**config.mk**
```make
export PLATFORM = sky130hd
export DESIGN_NAME = isp_front
export DESIGN_NICKNAME = d
export VERILOG_FILES = /design/src/rtl/core/isp_pkg.sv /design/src/rtl/core/isp_front.sv
export SDC_FILE = /design/constraint.sdc
export NUM_CORES = 1
export LEC_CHECK = 0
export CAP_MARGIN = 40
export CELL_PAD_IN_SITES_DETAIL_PLACEMENT = 1
export CELL_PAD_IN_SITES_GLOBAL_PLACEMENT = 2
export CORE_ASPECT_RATIO = 0.7
export CORE_UTILIZATION = 45
export DETAILED_ROUTE_END_ITERATION = 10
export DONT_BUFFER_PORTS = 1
export PLACE_DENSITY = 0.87
export SKIP_CTS_REPAIR_TIMING = 1
export SLEW_MARGIN = 0
export SYNTH_ARGS = -nofsm -noshare
export SYNTH_HDL_FRONTEND = slang
export SYNTH_SLANG_ARGS = --single-unit
```
**constraint.sdc**
```tcl
create_clock -name clk -period 6.5 [get_ports clk]
set_input_delay 0.325 -clock clk [delete_from_list [all_inputs] [get_ports clk]]
set_output_delay 0.325 -clock clk [all_outputs]
set_load 0.1 [all_outputs]
```
**src/rtl/core/isp_pkg.sv**
```systemverilog
package isp_pkg;

	localparam int CMD_W       = 2;
	localparam int ADDR_IN_W   = 16;
	localparam int ENV_W       = 16;
	localparam int POS_W       = 32;
	localparam int STEP_W      = 24;
	localparam int LEN_REG_W   = 17;
	localparam int VEL_W       = 7;
	localparam int GAIN_W      = 20;
	localparam int CFG_IDX_W   = 2;
	localparam int CFG_DATA_W  = 24;
	localparam int CMP_W       = 21;
	localparam int VE_W        = VEL_W + ENV_W;

	localparam int QUEUE_DEPTH = 2;

	localparam logic [STEP_W-1:0]    RST_STEP = 24'd65536;
	localparam logic [LEN_REG_W-1:0] RST_LEN  = 17'd65536;
	localparam logic [VEL_W-1:0]     RST_VEL  = 7'd127;
	localparam logic [GAIN_W-1:0]    RST_GAIN = 20'd92682;

	// velocity/envelope scale is 1/(127 * 2^16), rounded
	localparam int VE_DIV     = 127;
	localparam int VE_SHIFT   = 16;
	localparam int VE_HALF    = VE_DIV * (1 << (VE_SHIFT - 1));
	localparam int DIGIT_W    = 7;
	localparam int DIV_STOP   = 2 * VE_DIV;
	localparam int GAIN_SHIFT = 16;

	typedef enum logic [CMD_W-1:0] {
		CMD_LOAD    = 2'd0,
		CMD_TICK    = 2'd1,
		CMD_RESTART = 2'd2
	} cmd_t;

	typedef enum logic [CFG_IDX_W-1:0] {
		REG_STEP   = 2'd0,
		REG_LENGTH = 2'd1,
		REG_VEL    = 2'd2,
		REG_GAIN   = 2'd3
	} reg_idx_t;

	typedef struct packed {
		logic valid;
		cmd_t kind;
	} q_head_t;

	typedef struct packed {
		logic wr_en;
		logic rd_en;
		logic cap_a;
		logic do_interp;
		logic do_vel;
		logic div_step;
		logic do_fix;
		logic do_gain;
	} lane_ctrl_t;

endpackage

```
**src/rtl/core/isp_front.sv**
```systemverilog
module isp_front #(
	parameter int SAMPLE_DEPTH = 65536,
	parameter int SAMPLE_BITS  = 24
) (
	input  logic                                  clk,
	input  logic                                  arst_n,
	input  logic                                  in_valid,
	output logic                                  in_stall,
	input  logic [isp_pkg::CMD_W-1:0]             cmd,
	input  logic [isp_pkg::ADDR_IN_W-1:0]         load_address,
	input  logic signed [SAMPLE_BITS-1:0]         load_left,
	input  logic signed [SAMPLE_BITS-1:0]         load_right,
	input  logic [isp_pkg::ENV_W-1:0]             envelope,
	output isp_pkg::q_head_t                      head,
	output logic [$clog2(SAMPLE_DEPTH)-1:0]       head_addr,
	output logic signed [SAMPLE_BITS-1:0]         head_left,
	output logic signed [SAMPLE_BITS-1:0]         head_right,
	output logic [isp_pkg::ENV_W-1:0]             head_env,
	input  logic                                  pop
);

	localparam int AW    = $clog2(SAMPLE_DEPTH);
	localparam int PTR_W = $clog2(isp_pkg::QUEUE_DEPTH);
	localparam int CNT_W = $clog2(isp_pkg::QUEUE_DEPTH + 1);

	isp_pkg::cmd_t               kind_q  [isp_pkg::QUEUE_DEPTH];
	logic [AW-1:0]               addr_q  [isp_pkg::QUEUE_DEPTH];
	logic signed [SAMPLE_BITS-1:0] left_q  [isp_pkg::QUEUE_DEPTH];
	logic signed [SAMPLE_BITS-1:0] right_q [isp_pkg::QUEUE_DEPTH];
	logic [isp_pkg::ENV_W-1:0]   env_q   [isp_pkg::QUEUE_DEPTH];

	logic [PTR_W-1:0] wr_ptr_q, rd_ptr_q;
	logic [CNT_W-1:0] count_q;
	logic [isp_pkg::CMP_W-1:0] addr_ext;
	logic keep, push, do_pop;

	assign addr_ext = isp_pkg::CMP_W'(load_address);

	// out-of-range loads and the spare code are taken and dropped here
	always_comb begin
		case (cmd)
			isp_pkg::CMD_LOAD:    keep = addr_ext < isp_pkg::CMP_W'(SAMPLE_DEPTH);
			isp_pkg::CMD_TICK:    keep = 1'b1;
			isp_pkg::CMD_RESTART: keep = 1'b1;
			default:              keep = 1'b0;
		endcase
	end

	assign in_stall = count_q == CNT_W'(isp_pkg::QUEUE_DEPTH);
	assign push     = in_valid && !in_stall && keep;
	assign do_pop   = pop && head.valid;

	always_ff @(posedge clk or negedge arst_n) begin
		if (!arst_n) begin
			wr_ptr_q <= '0;
			rd_ptr_q <= '0;
			count_q  <= '0;
		end else begin
			if (push) begin
				wr_ptr_q <= wr_ptr_q + 1'b1;
			end
			if (do_pop) begin
				rd_ptr_q <= rd_ptr_q + 1'b1;
			end
			if (push && !do_pop) begin
				count_q <= count_q + 1'b1;
			end else if (!push && do_pop) begin
				count_q <= count_q - 1'b1;
			end
		end
	end

	always_ff @(posedge clk) begin
		if (push) begin
			kind_q[wr_ptr_q]  <= isp_pkg::cmd_t'(cmd);
			addr_q[wr_ptr_q]  <= AW'(addr_ext);
			left_q[wr_ptr_q]  <= load_left;
			right_q[wr_ptr_q] <= load_right;
			env_q[wr_ptr_q]   <= envelope;
		end
	end

	assign head.valid = count_q != '0;
	assign head.kind  = kind_q[rd_ptr_q];
	assign head_addr  = addr_q[rd_ptr_q];
	assign head_left  = left_q[rd_ptr_q];
	assign head_right = right_q[rd_ptr_q];
	assign head_env   = env_q[rd_ptr_q];

endmodule

```
# Yosys cells after proc, flatten, opt, wreduce, memory -nomap -nowiden
# Memories as Yosys holds them, arrays and structs flattened.
# Cells that the tools add are included.
[op_classes] add_sub_neg=4 magnitude_cmp=1 eq_ne=3 mux=5 n_reduce_logical=12
[op_table] op="$lt 16x17->1 const B" n=1
[op_table] op="$logic_and 1x1->1" n=5
[op_table] op="$eq 2x2->1 const B" n=2
[op_table] op="$mux 2" n=2
[op_table] op="$reduce_bool 2->1" n=2
[op_table] op="$logic_not 1->1" n=3
[op_table] op="$add 1x1->1 const B" n=2
[op_table] op="$add 2x1->2 const B" n=1
[op_table] op="$eq 2x1->1 const B" n=1
[op_table] op="$logic_not 2->1" n=1
[op_table] op="$mux 1" n=2
[op_table] op="$pmux 1 s2" n=1
[op_table] op="$reduce_or 2->1" n=1
[op_table] op="$sub 2x1->2 const B" n=1
[totals] reg_bits=4 mem_bits_rw=164 input_bits=86 out_inout_bits=84 elab_cells=33 memories=5
[memory_table] name="left_q" words=2 width=24 rd=1 rd_ports_with_merged_regs=0 write_ports=1 line_no="isp_front.sv:28" source="logic signed [SAMPLE_BITS-1:0] left_q [isp_pkg::QUEUE_DEPTH];"
[memory_table] name="right_q" words=2 width=24 rd=1 rd_ports_with_merged_regs=0 write_ports=1 line_no="isp_front.sv:29" source="logic signed [SAMPLE_BITS-1:0] right_q [isp_pkg::QUEUE_DEPTH];"
[memory_table] name="addr_q" words=2 width=16 rd=1 rd_ports_with_merged_regs=0 write_ports=1 line_no="isp_front.sv:27" source="logic [AW-1:0] addr_q [isp_pkg::QUEUE_DEPTH];"
[memory_table] name="env_q" words=2 width=16 rd=1 rd_ports_with_merged_regs=0 write_ports=1 line_no="isp_front.sv:30" source="logic [isp_pkg::ENV_W-1:0] env_q [isp_pkg::QUEUE_DEPTH];"
[memory_table] name="kind_q" words=2 width=2 rd=1 rd_ports_with_merged_regs=0 write_ports=1 line_no="isp_front.sv:26" source="isp_pkg::cmd_t kind_q [isp_pkg::QUEUE_DEPTH];"

# Longest topological paths before layout
# Gate-level depths: netlist of run 1.
[depth] depth_word=8 mapped_depth=7 depth_no_buf=7

# Worst setup path after synthesis of run 1
# OpenSTA, ideal clock, no wires.
[synth_timing] path_type="register -> register" start="register count_q[1]" end="memory addr_q[0][0] (netlist bit) (enable)" setup_time_ps=523 t_arrival_ps=4457 required_time_ps=5977 setup_slack_ps=1520 stages_incl_launch_ff=4 n_path_buf=0 period_less_slack_ps=4980 cell_sequence="dfrtp_1 > nor2b_2 > nand3b_1 > nor2_1"
[synth_between] elab_chain_len=6
[synth_rtl] element="from (decl)" line_no="isp_front.sv:33" source="logic [CNT_W-1:0] count_q;"
[synth_rtl] element="from (signal assigned)" line_no="isp_front.sv:66" source="count_q <= count_q + 1'b1;"
[synth_rtl] element="from (signal assigned)" line_no="isp_front.sv:68" source="count_q <= count_q - 1'b1;"
[synth_rtl] element="$eq 2x2->1" line_no="isp_front.sv:49" source="assign in_stall = count_q == CNT_W'(isp_pkg::QUEUE_DEPTH);"
[synth_rtl] element="named net in_stall" line_no="isp_front.sv:8" source="output logic in_stall,"
[synth_rtl] element="$logic_not 1->1" line_no="isp_front.sv:50" source="assign push = in_valid && !in_stall && keep;"
[synth_rtl] element="$logic_and 1x1->1 (2 in series)" line_no="isp_front.sv:50"
[synth_rtl] element="$mux 1" line_no="isp_front.sv:74" source="if (push) begin"
[synth_rtl] element="$mux 1 (not written as such)" line_no="isp_front.sv:76" source="addr_q[wr_ptr_q] <= AW'(addr_ext);"
[synth_rtl] element="to (decl)" line_no="isp_front.sv:27"
# The timed path passes the listed nets, and every way through them passes these cells.

# Worst setup path after layout of run 1
[layout_timing] start="register rd_ptr_q" end="output port head_left[11]"
[layout_between] elab_chain_len=1
[layout_rtl] element="from (decl)" line_no="isp_front.sv:32" source="logic [PTR_W-1:0] wr_ptr_q, rd_ptr_q;"
[layout_rtl] element="from (signal assigned)" line_no="isp_front.sv:63" source="rd_ptr_q <= rd_ptr_q + 1'b1;"
[layout_rtl] element="$mem_v2 2x24"
[layout_rtl] element="to (decl)" line_no="isp_front.sv:16" source="output logic signed [SAMPLE_BITS-1:0] head_left,"
# Every way passes these cells.

==> out/metrics.yaml, run 1 <==
status: "finished clean"
synth-seq-cells: 168
maxSlewHeadroom_pct: 48.6
antenna_found_initial: 1
synthCells: 275
clk_path_buf_depth: 2
initial_core_util_pct: 46.4
yosys.area.top_type: "edfxtp_1"
clock_latency_ns: 0.41
clk_pin_slew_ns: 0.06
dr.pass1.iters: 4
critPathKind: "flop to primary output"
htreeDepth: 4
syn2layout_area_growth_pct: 25.1
syn-num-nets: 362
cts_tree: "yes"
synth_top_family_by_area: "multiplexers"
yosys.area.top_type_share_pct: 76.1
grt_start_max_net_pins: 45
setup_viol: 0
grt_pass1_wl_microns: 16100
drv_cap: 0
yosys.area_share.adder_pct: 0.193
routedWlPerCell_microns: 21.9
seqCellArea_sq_um: 5030
cts-root-buf: "clkbuf_16"
cp-start-kind: "flop"
die_h_microns: 102
tightestPinTransition_ns: 0.771
gp_congestion: 0.688
drive_gt1_share_pct: 32.0
final-hold-violation-count: 0
post-route-period-util_pct: 47.3
avgSynthCellArea_sq_um: 23.5
nets: 462
slew_viol_final: 0
drc: 0
cts_inserted_buffers: 17
core_area_sq_um: 14000
synth_area_leaders: "edfxtp_1 (76%), mux2_4 (16%), buf_12 (2.2%), mux2_2 (2.1%), dfrtp_1 (1.5%)"
arrival_ns: 2.75
port_buffers: 0
endpoint_kind: "primary output"
viasPerCell: 4.94
dieArea_sq_um: 14900
drt-total-wl_microns: 12700
synthMuxAreaShare_pct: 18.3
grt_pass1_vias: 2731
yosysWarnings: 0
rows: 36
crit_path_max_fanout: 44
cts.sinks: 168
multi_input_area_sq_um: 1300
hp-class: "input port to flop"
dieWidth_microns: 145
netlist_area_sq_um: 6470
worstPathRequired_ns: 6.17
rsz0062_at_grt: "false"
synthSimpleGateAreaFrac_pct: 0.638
num_vias: 2861
yosysSeqAreaShare_pct: 77.6
fmax_mhz: 325
hpwl_microns: 7620
ioPinCount: 170
track_usage_pct: 15.4
setup_tns_ns: 0
nFillCells: 1172
fin_crit_ns: 3.08
synth_cell_type_count: 16
synth-xor-area-share_pct: 0.677
fin_skew_ns: 0.00515
ant_nets: 0
synth_compound_area_share_pct: 0
grt_overflow: 0
drtIter0Drc: 110
-- worst paths after layout --
| path | startpoint | end | slack (ns) | cells past startpoint |
|---|---|---|---|---|
| setup reg to reg | count_q[1] | env_q[0][7] | 4.16 | 4 |
| hold / removal | pop | rd_ptr_q | 0.10 | 2 |
| hold reg to reg | count_q[1] | count_q[1] | 0.49 | 1 |
| min in group asynchronous | arst_n | wr_ptr_q | 0.19 | 1 |
| max in group asynchronous | arst_n | rd_ptr_q | 6.11 | 1 |
| setup / recovery | rd_ptr_q | head_left[11] | 3.42 | 2 |
-- cells by family after synthesis --
kind of cell               Yosys count
xor gates and xnor gates             5
adders and majority gates            1
buffers and inverters               11
DFF                                168
muxes                               82
and+or+nand+nor                      8
-- synthesized netlist by cell type --
| library cell | n |
|---|---|
| xor2_1 | 2 |
| ha_1 | 1 |
| buf_12 | 7 |
| nor2_1 | 3 |
| buf_6 | 1 |
| nand2_1 | 2 |
| dfrtp_1 | 4 |
| xnor2_1 | 3 |
| mux2_2 | 12 |
| mux2_4 | 70 |
| edfxtp_1 | 164 |
| nand3b_1 | 1 |
| or2_1 | 1 |
| inv_1 | 2 |
| nor2b_2 | 1 |
| buf_2 | 1 |
-- final cells by class --
class	count	share of cell area, %
Clock inverter	15	2.16
Timing Repair Buffer	90	11.4
Inverter	2	0.0927
Antenna cell	1	0.0309
Tap cell	190	2.94
Clock buffer	17	5.25
Sequential cell	168	62.1
Multi-Input combinational cell	96	16.0
-- worst max-delay path, cell delays in order, from the launching register on --
cell	delay, ns
dfrtp_4	0.91
buf_4	0.73
mux2_2	0.66
-- registers in the layout (all words and copies together) (netlist names) --
signal and cells:
env_q 32, addr_q 32, kind_q 4, count_q 2
rd_ptr_q 1, right_q 48, wr_ptr_q 1, left_q 48
-- stage by stage --
| step | cells | setup slack, ns | instance area (sq um) | hold WS, ns | utilization [%] |
|---|---|---|---|---|---|
| after floorplan | 275 | 1.52 | 6470 | 0.0294 | - |
| after global placement | 459 | 3.37 | 6600 | 0.0295 | 47.2 |
| after detailed placement | 463 | 3.79 | 6670 | 0.0295 | 47.7 |
| after CTS | 495 | 3.34 | 7270 | -0.423 | 52.0 |
| after global routing | 579 | 3.28 | 8100 | 0.0987 | 58.0 |
| final | 579 | 3.42 | 8100 | 0.101 | 58.0 |
-- layout by cell type, fill, tap and decap left out, drive strengths merged --
| master | count |
|---|---|
| buf | 7 |
| bufinv | 3 |
| clkbuf | 17 |
| clkinv | 7 |
| clkinvlp | 1 |
| dfrtp | 4 |
| diode | 1 |
| dlygate4sd3 | 83 |
| edfxtp | 164 |
| ha | 1 |
| inv | 6 |
| mux2 | 82 |
| nand2 | 2 |
| nand3b | 1 |
| nor2 | 3 |
| nor2b | 1 |
| or2 | 1 |
| xnor2 | 3 |
| xor2 | 2 |
-- routing by layer --
layer  track usage, %  share of wire (%)  vias up
met3             11.0                8.6       13
met4             6.07                1.3        0
met5                0                  0        -
met2             25.2                 50      127
met1             15.3                 40     1440
li1                 -                  -     1281
Power of run 1 is left out: the tool's default activity adds up to more than one toggle a clock period on the data nets, which glitch-free logic cannot reach.
==> run 2: changes to the inputs <==
--- a/config.mk
+++ b/config.mk
@@ -5,14 +5,15 @@
 export SDC_FILE = /design/constraint.sdc
 export NUM_CORES = 1
 export LEC_CHECK = 0
+export ABC_AREA = 1
 export CAP_MARGIN = 40
 export CELL_PAD_IN_SITES_DETAIL_PLACEMENT = 1
 export CELL_PAD_IN_SITES_GLOBAL_PLACEMENT = 2
 export CORE_ASPECT_RATIO = 0.7
-export CORE_UTILIZATION = 45
+export CORE_UTILIZATION = 37
 export DETAILED_ROUTE_END_ITERATION = 10
 export DONT_BUFFER_PORTS = 1
-export PLACE_DENSITY = 0.87
+export PLACE_DENSITY = 0.85
 export SKIP_CTS_REPAIR_TIMING = 1
 export SLEW_MARGIN = 0
 export SYNTH_ARGS = -nofsm -noshare
==> constraint.sdc (replaced) <==
create_clock -name clk -period 2.7 [get_ports clk]
set_input_delay 0.135 -clock clk [delete_from_list [all_inputs] [get_ports clk]]
set_output_delay 0.135 -clock clk [all_outputs]
set_load 0.1 [all_outputs]
==> run 2 against run 1 <==
Compared with the run above: die area grew 17%; synthesized cell count increased by 68%; global-route usage is 2.4 points higher; critical path depth increased by 3; highest routed layer unchanged; synthesized area decreased by 3.2%; non-clock buffer count rose by 88; register-to-register slack worse by 3.4 ns; sequential share of layout area down 9.6 points; wire length grew 28%.
==> out/metrics.yaml, run 2 <==
rr_worst_depth: 6  # was 4
dpl-instance-area_sq_um: 8140  # was 6670 sq um
slowest_delay_ns: 0.40  # was 0.91 ns
dieWidth_microns: 158  # was 145 microns
port_buffers: 0  # unchanged
final-hold-violation-count: 0  # unchanged
crit_end: "head_left[20]"  # was head_left[11]
cts_tree: "yes"  # unchanged
routedWlPerCell_microns: 18.5  # was 21.9 microns
synth_area_leaders: "edfxtp_1 (79%), nand2_1 (16%), buf_6 (2.5%), dfrtp_1 (1.6%), inv_1 (0.36%)"  # was edfxtp_1 (76%), mux2_4 (16%), buf_12 (2.2%), mux2_2 (2.1%), dfrtp_1 (1.5%)
clock_latency_ns: 0.42  # was 0.41 ns
r2r_end: "env_q[0][5]"  # was env_q[0][7]
die_h_microns: 111  # was 102 microns
grt_overflow: 0  # unchanged
yosysWarnings: 0  # unchanged
clk_pin_slew_ns: 0.06  # about the same
antenna_found_initial: 0  # was 1
nets: 728  # was 462
slew_viol_final: 0  # unchanged
grt_start_max_net_pins: 48  # was 45
synth-seq-cells: 168  # unchanged
drv_cap: 0  # unchanged
path_cells: "buf_4 > buf_12 > nand2_1 > nand2_1 > buf_12"  # was buf_4 > mux2_2
dieArea_sq_um: 17500  # was 14,900 sq um
drtIter0Drc: 211  # was 110
synth_cell_type_count: 13  # was 16
tightestPinTransition_ns: 0.656  # was 0.771 ns
post-route-period-util_pct: 78.1
critPathSlowestCell: "buf_4"  # was dfrtp_4
grt_pass1_wl_microns: 22400  # was 16,100 microns
largestRegisters: "left_q x48, right_q x48"  # unchanged
dr.pass1.iters: 4  # unchanged
final_common_cell: "nand2_1"  # was edfxtp_1
crit_path_max_fanout: 44  # unchanged
synth_top_cells_by_count: "nand2_1 (260), edfxtp_1 (164), buf_6 (14)"  # was edfxtp_1 (164), mux2_4 (70), mux2_2 (12)
drive_gt1_share_pct: 19.7  # was 32.0%
critPathKind: "flop to primary output"  # unchanged
syn-num-nets: 549  # was 362
core_area_sq_um: 16400  # was 14,000 sq um
async_flop_share_pct: 2.38  # unchanged
r2r_slack_ns: 0.80  # was 4.16 ns
avgSynthCellArea_sq_um: 13.6  # was 23.5 sq um
synthCells: 462  # was 275
yosysSeqAreaShare_pct: 80.2  # was 77.6%
synth-main-ff-cell: "edfxtp_1"  # unchanged
ioPinCount: 170  # unchanged
ant_nets: 0  # unchanged
hpwl_microns: 10400  # was 7620 microns
initial_core_util_pct: 38.1  # was 46.4%
htreeDepth: 4  # unchanged
netlist_area_sq_um: 6260  # was 6470 sq um
status: "finished clean"  # unchanged
antenna_cells: 0  # was 1
gp_congestion: 0.714  # was 0.688
cts.sinks: 168  # unchanged
hp-class: "input port to flop"  # unchanged
worstPathRequired_ns: 2.57  # was 6.17 ns
drt-total-wl_microns: 16300  # was 12,700 microns
grt_pass1_vias: 4024  # was 2,731
fin_area_sq_um: 9580  # was 8100 sq um
yosys.area.top_type_share_pct: 78.6  # was 76.1%
clk_path_buf_depth: 2  # unchanged
drc: 0  # unchanged
num_vias: 4113  # was 2,861
syn2layout_area_growth_pct: 52.9  # was 25.1%
setup_viol: 0  # unchanged
synth_edf_count: 164  # unchanged
fin_crit_ns: 2.11
cts_inserted_buffers: 17  # unchanged
rows: 39  # was 36
track_usage_pct: 17.8  # was 15.4%
yosys.area.top_type: "edfxtp_1"  # unchanged
timing.rr.start: "count_q[1]"  # unchanged
endpoint_kind: "primary output"  # unchanged
fin_skew_ns: 0.0117  # was 0.00515 ns
whs_ns: 0.00225  # was 0.101 ns
rsz0062_at_grt: "false"  # unchanged
arrival_ns: 1.97  # was 2.75 ns
dp.cells: 761  # was 463
startpoint: "rd_ptr_q"  # unchanged
mostFrequentLayoutCells: "nand2_1 (259), edfxtp_1 (164), dlygate4sd3_1 (86), buf_12 (85), clkbuf_16 (17)"  # was edfxtp_1 (164), dlygate4sd3_1 (83), mux2_4 (70), clkbuf_16 (17), mux2_2 (12)
viasPerCell: 4.68  # was 4.94
final_cells: 879  # was 579
maxSlewHeadroom_pct: 56.3  # was 48.6%
cp-start-kind: "flop"  # unchanged
cts-root-buf: "clkbuf_16"  # unchanged
synthMostInstantiatedCell: "nand2_1"  # was edfxtp_1
fmax_mhz: 474
run 2: cells by family after synthesis:
group | share of synthesized area [%]
xor gates and xnor gates | 0.140
adders and majority gates | 0.200
buffers and inverters | 3.34
DFF | 80.2
and+or+nand+nor | 16.1
run 2: through the flow:
stage	TNS (ns)	utilization (%)	setup slack, ns
floorplan	-0.664	-	-0.00809
global placement	0	49.4	0.880
detailed placement	0	49.5	0.799
CTS	0	53.0	0.564
global route	0	58.2	0.488
finish	0	58.2	0.590
run 2: routing by layer:
layer | vias to the layer above | global-route usage (%) | part of all wire [%] | wire (microns)
met3 | 21 | 10.0 | 7.3 | 1190
met5 | - | 0 | 0 | 0
met2 | 147 | 29.6 | 52 | 8460
met1 | 2035 | 19.0 | 39 | 6370
li1 | 1910 | - | - | -
met4 | 0 | 5.37 | 1.4 | 229
run 2: worst min path at each step:
stage,start,endpoint,slack (ns),depth (start not counted)
2_1_floorplan,arst_n,count_q[0],-0.16,0
3_3_place_gp,arst_n,rd_ptr_q,-0.16,0
3_5_place_dp,arst_n,count_q[1],-0.16,0
4_1_cts,arst_n,count_q[1],-0.62,0
5_1_grt,in_valid,wr_ptr_q,0.0009,3
6_report,in_valid,wr_ptr_q,0.002,3
run 2: worst max-delay path: cells and delay by family (launching register included):
| kind | cells | cell delay (ns) |
|---|---|---|
| buffers and inverters | 3 | 0.87 |
| and+or+nand+nor | 2 | 0.30 |
| DFF | 1 | 0.36 |
run 2: area by class of cell:
type,count,area [sq um]
tap,225,282
clock buffer,17,425
multi-input combinational,269,1050
clock inverter,15,150
timing repair buffer,178,2620
fill,1592,6870
inverter,7,30.0
sequential,168,5030
Power of run 2 is left out for the same reason.
==> run 3: changes to the inputs <==
==> constraint.sdc (replaced) <==
create_clock -name clk -period 1.8 [get_ports clk]
set_input_delay 0.09 -clock clk [delete_from_list [all_inputs] [get_ports clk]]
set_output_delay 0.09 -clock clk [all_outputs]
set_load 0.1 [all_outputs]
==> run 3 against run 2 <==
Compared with the run above: via count rose by 2.0%; count of clock-buffer cells in the layout did not move; cell count rose by 0.23%; the flow now finishes with violations (hold timing); highest routed layer unchanged; register-to-register slack got worse by 0.57 ns; setup slack got worse by 0.57 ns; global-route usage rose by 0.68 points; sequential cell count did not move; non-clock buffer count rose by 2; first-iteration DRC count rose by 25%.
==> out/metrics.yaml, run 3 (same netlist as run 2, synthesis figures left out) <==
cp-start-kind: "flop"  # unchanged
cts-root-buf: "clkbuf_16"  # unchanged
fin_skew_ns: 0.00880  # was 0.0117 ns
post-route-util_pct: 59.4  # was 58.2%
rsz0062_at_grt: "true"  # was false
critPathKind: "flop to primary output"  # unchanged
cts_inserted_buffers: 17  # unchanged
ant_nets: 0  # unchanged
arrival_ns: 1.69  # was 1.97 ns
drv_cap: 0  # unchanged
routedWlPerCell_microns: 20.1  # was 18.5 microns
largestRegisters: "left_q x48, right_q x48"  # unchanged
gp_congestion: 0.754  # was 0.714
antenna_cells: 0  # unchanged
htreeDepth: 4  # unchanged
drive_gt1_share_pct: 20.6  # was 19.7%
timing.rr.start: "count_q[0]"  # was count_q[1]
pre_cts_ws_ns: 0.237  # was 0.799 ns
die_h_microns: 111  # unchanged
slowest_delay_ns: 0.45  # was 0.40 ns
drt-total-wl_microns: 17700  # was 16,300 microns
maxSlewHeadroom_pct: 79.2  # was 56.3%
final-hold-violation-count: 1  # was 0
worstPathBufferInverterCount: 3  # unchanged
grt_start_max_net_pins: 84  # was 48
grt_pass1_vias: 4102  # was 4,024
dieWidth_microns: 158  # unchanged
nFillCells: 1551  # was 1,592
dp.cells: 760  # was 761
final_common_cell: "nand2_1"  # unchanged
syn2layout_area_growth_pct: 56.1  # was 52.9%
num_vias: 4197  # was 4,113
crit_top_cell: "nand2_1"
viasPerCell: 4.76  # was 4.68
violations: "hold timing"
hold_end: "wr_ptr_q"  # unchanged
hpwl_microns: 10100  # was 10,400 microns
setup_viol: 0  # unchanged
ioPinCount: 170  # unchanged
antenna_found_initial: 0  # unchanged
r2r_end: "addr_q[1][1]"  # was env_q[0][5]
whs_ns: -0.00733  # was 0.00225 ns
cts_tree: "yes"  # unchanged
core_area_sq_um: 16400  # unchanged
rows: 39  # unchanged
dr.pass1.iters: 4  # unchanged
r2r_slack_ns: 0.23  # was 0.80 ns
endpoint_kind: "primary output"  # unchanged
fin_crit_ns: 1.78
clk_pin_slew_ns: 0.06  # about the same
hp-start: "cmd[0]"  # was in_valid
clk_path_buf_depth: 2  # unchanged
cts.sinks: 168  # unchanged
worstPathRequired_ns: 1.71  # was 2.57 ns
track_usage_pct: 18.4  # was 17.8%
slew_viol_final: 0  # unchanged
mostFrequentLayoutCells: "nand2_1 (259), edfxtp_1 (164), dlygate4sd3_1 (86), buf_12 (86), clkbuf_16 (19)"  # was nand2_1 (259), edfxtp_1 (164), dlygate4sd3_1 (86), buf_12 (85), clkbuf_16 (17)
crit_path_max_fanout: 21  # was 44
hp-class: "input port to flop"  # unchanged
holdPathStages: 4  # was 3
dpl-instance-area_sq_um: 8160  # was 8140 sq um
cpLargestDelayFamily: "buffers and inverters"  # unchanged
critPathSlowestCell: "dfrtp_2"  # was buf_4
rr_worst_depth: 5  # was 6
dieArea_sq_um: 17500  # unchanged
grt_overflow: 0  # unchanged
fin_area_sq_um: 9770  # was 9580 sq um
fin_ws_ns: 0.0166  # was 0.590 ns
tightestPinTransition_ns: 0.312  # was 0.656 ns
status: "complete, but fails checks"  # was finished clean
fmax_mhz: 561
nets: 730  # was 728
clock_latency_ns: 0.43  # was 0.42 ns
drtIter0Drc: 263  # was 211
final_cells: 881  # was 879
drc: 0  # unchanged
port_buffers: 0  # unchanged
post-route-period-util_pct: 99.1
grt_pass1_wl_microns: 23100  # was 22,400 microns
initial_core_util_pct: 38.1  # unchanged
path_cells: "inv_4 > clkbuf_16 > nand2_1 > nand2_1 > buf_12"  # was buf_4 > buf_12 > nand2_1 > nand2_1 > buf_12
run 3: cell count changes in the layout (fill, tap and decap cells not counted), moves of 2 or more:
| cell | before | now |
|---|---|---|
| inv_8 | 0 | 2 |
| clkinv_1 | 3 | 0 |
| buf_8 | 0 | 2 |
| buf_4 | 7 | 2 |
| clkbuf_16 | 17 | 19 |
| clkinvlp_4 | 5 | 2 |
| bufinv_16 | 2 | 5 |
run 3: worst max path at each step:
stage                from             end  slack (ns)  depth (start not counted)
4_1_cts          rd_ptr_q   head_left[13]       -0.11                          4
2_1_floorplan  count_q[1]    addr_q[0][0]       -0.91                          5
6_report         rd_ptr_q  head_right[13]        0.02                          5
3_5_place_dp   count_q[0]     env_q[1][7]        0.24                          5
3_3_place_gp   count_q[0]    addr_q[1][0]        0.32                          5
5_1_grt          rd_ptr_q    head_left[1]       -0.06                          5
run 3: stage by stage:
stage                     setup TNS (ns)  hold slack, ns
final                                  0        -0.00733
after global routing              -0.423          0.0111
after CTS                          -1.69          -0.672
after detailed placement               0          -0.205
after global placement                 0          -0.205
after floorplan                  -116.29          -0.206
run 3: worst register-to-register path, delay by kind of cell, from the launching register on:
| kind | cells | cell delay (ns) |
|---|---|---|
| simple gates | 3 | 0.38 |
| buf+inv | 2 | 0.40 |
| flops | 1 | 0.45 |
run 3: routing by layer:
metal  global-route usage (%)  vias to the layer above  wire length (microns)  share of wire, %
li1                         -                     1912                      -                 -
met1                     19.8                     2112                   6940                39
met2                     30.8                      149                   9310                53
met3                     9.70                       24                   1200               6.7
met4                     6.34                        0                    264               1.5
met5                        0                        -                      0                 0
run 3: area by class of cell:
cell class	count	area [sq um]	area share [%]
sequential	168	5030	51.4
timing repair buffer	180	2720	27.8
multi-input combinational	269	1050	10.8
clock buffer	17	425	4.35
tap	225	282	2.88
clock inverter	15	238	2.43
inverter	7	32.5	0.333
Power of run 3 is left out for the same reason.
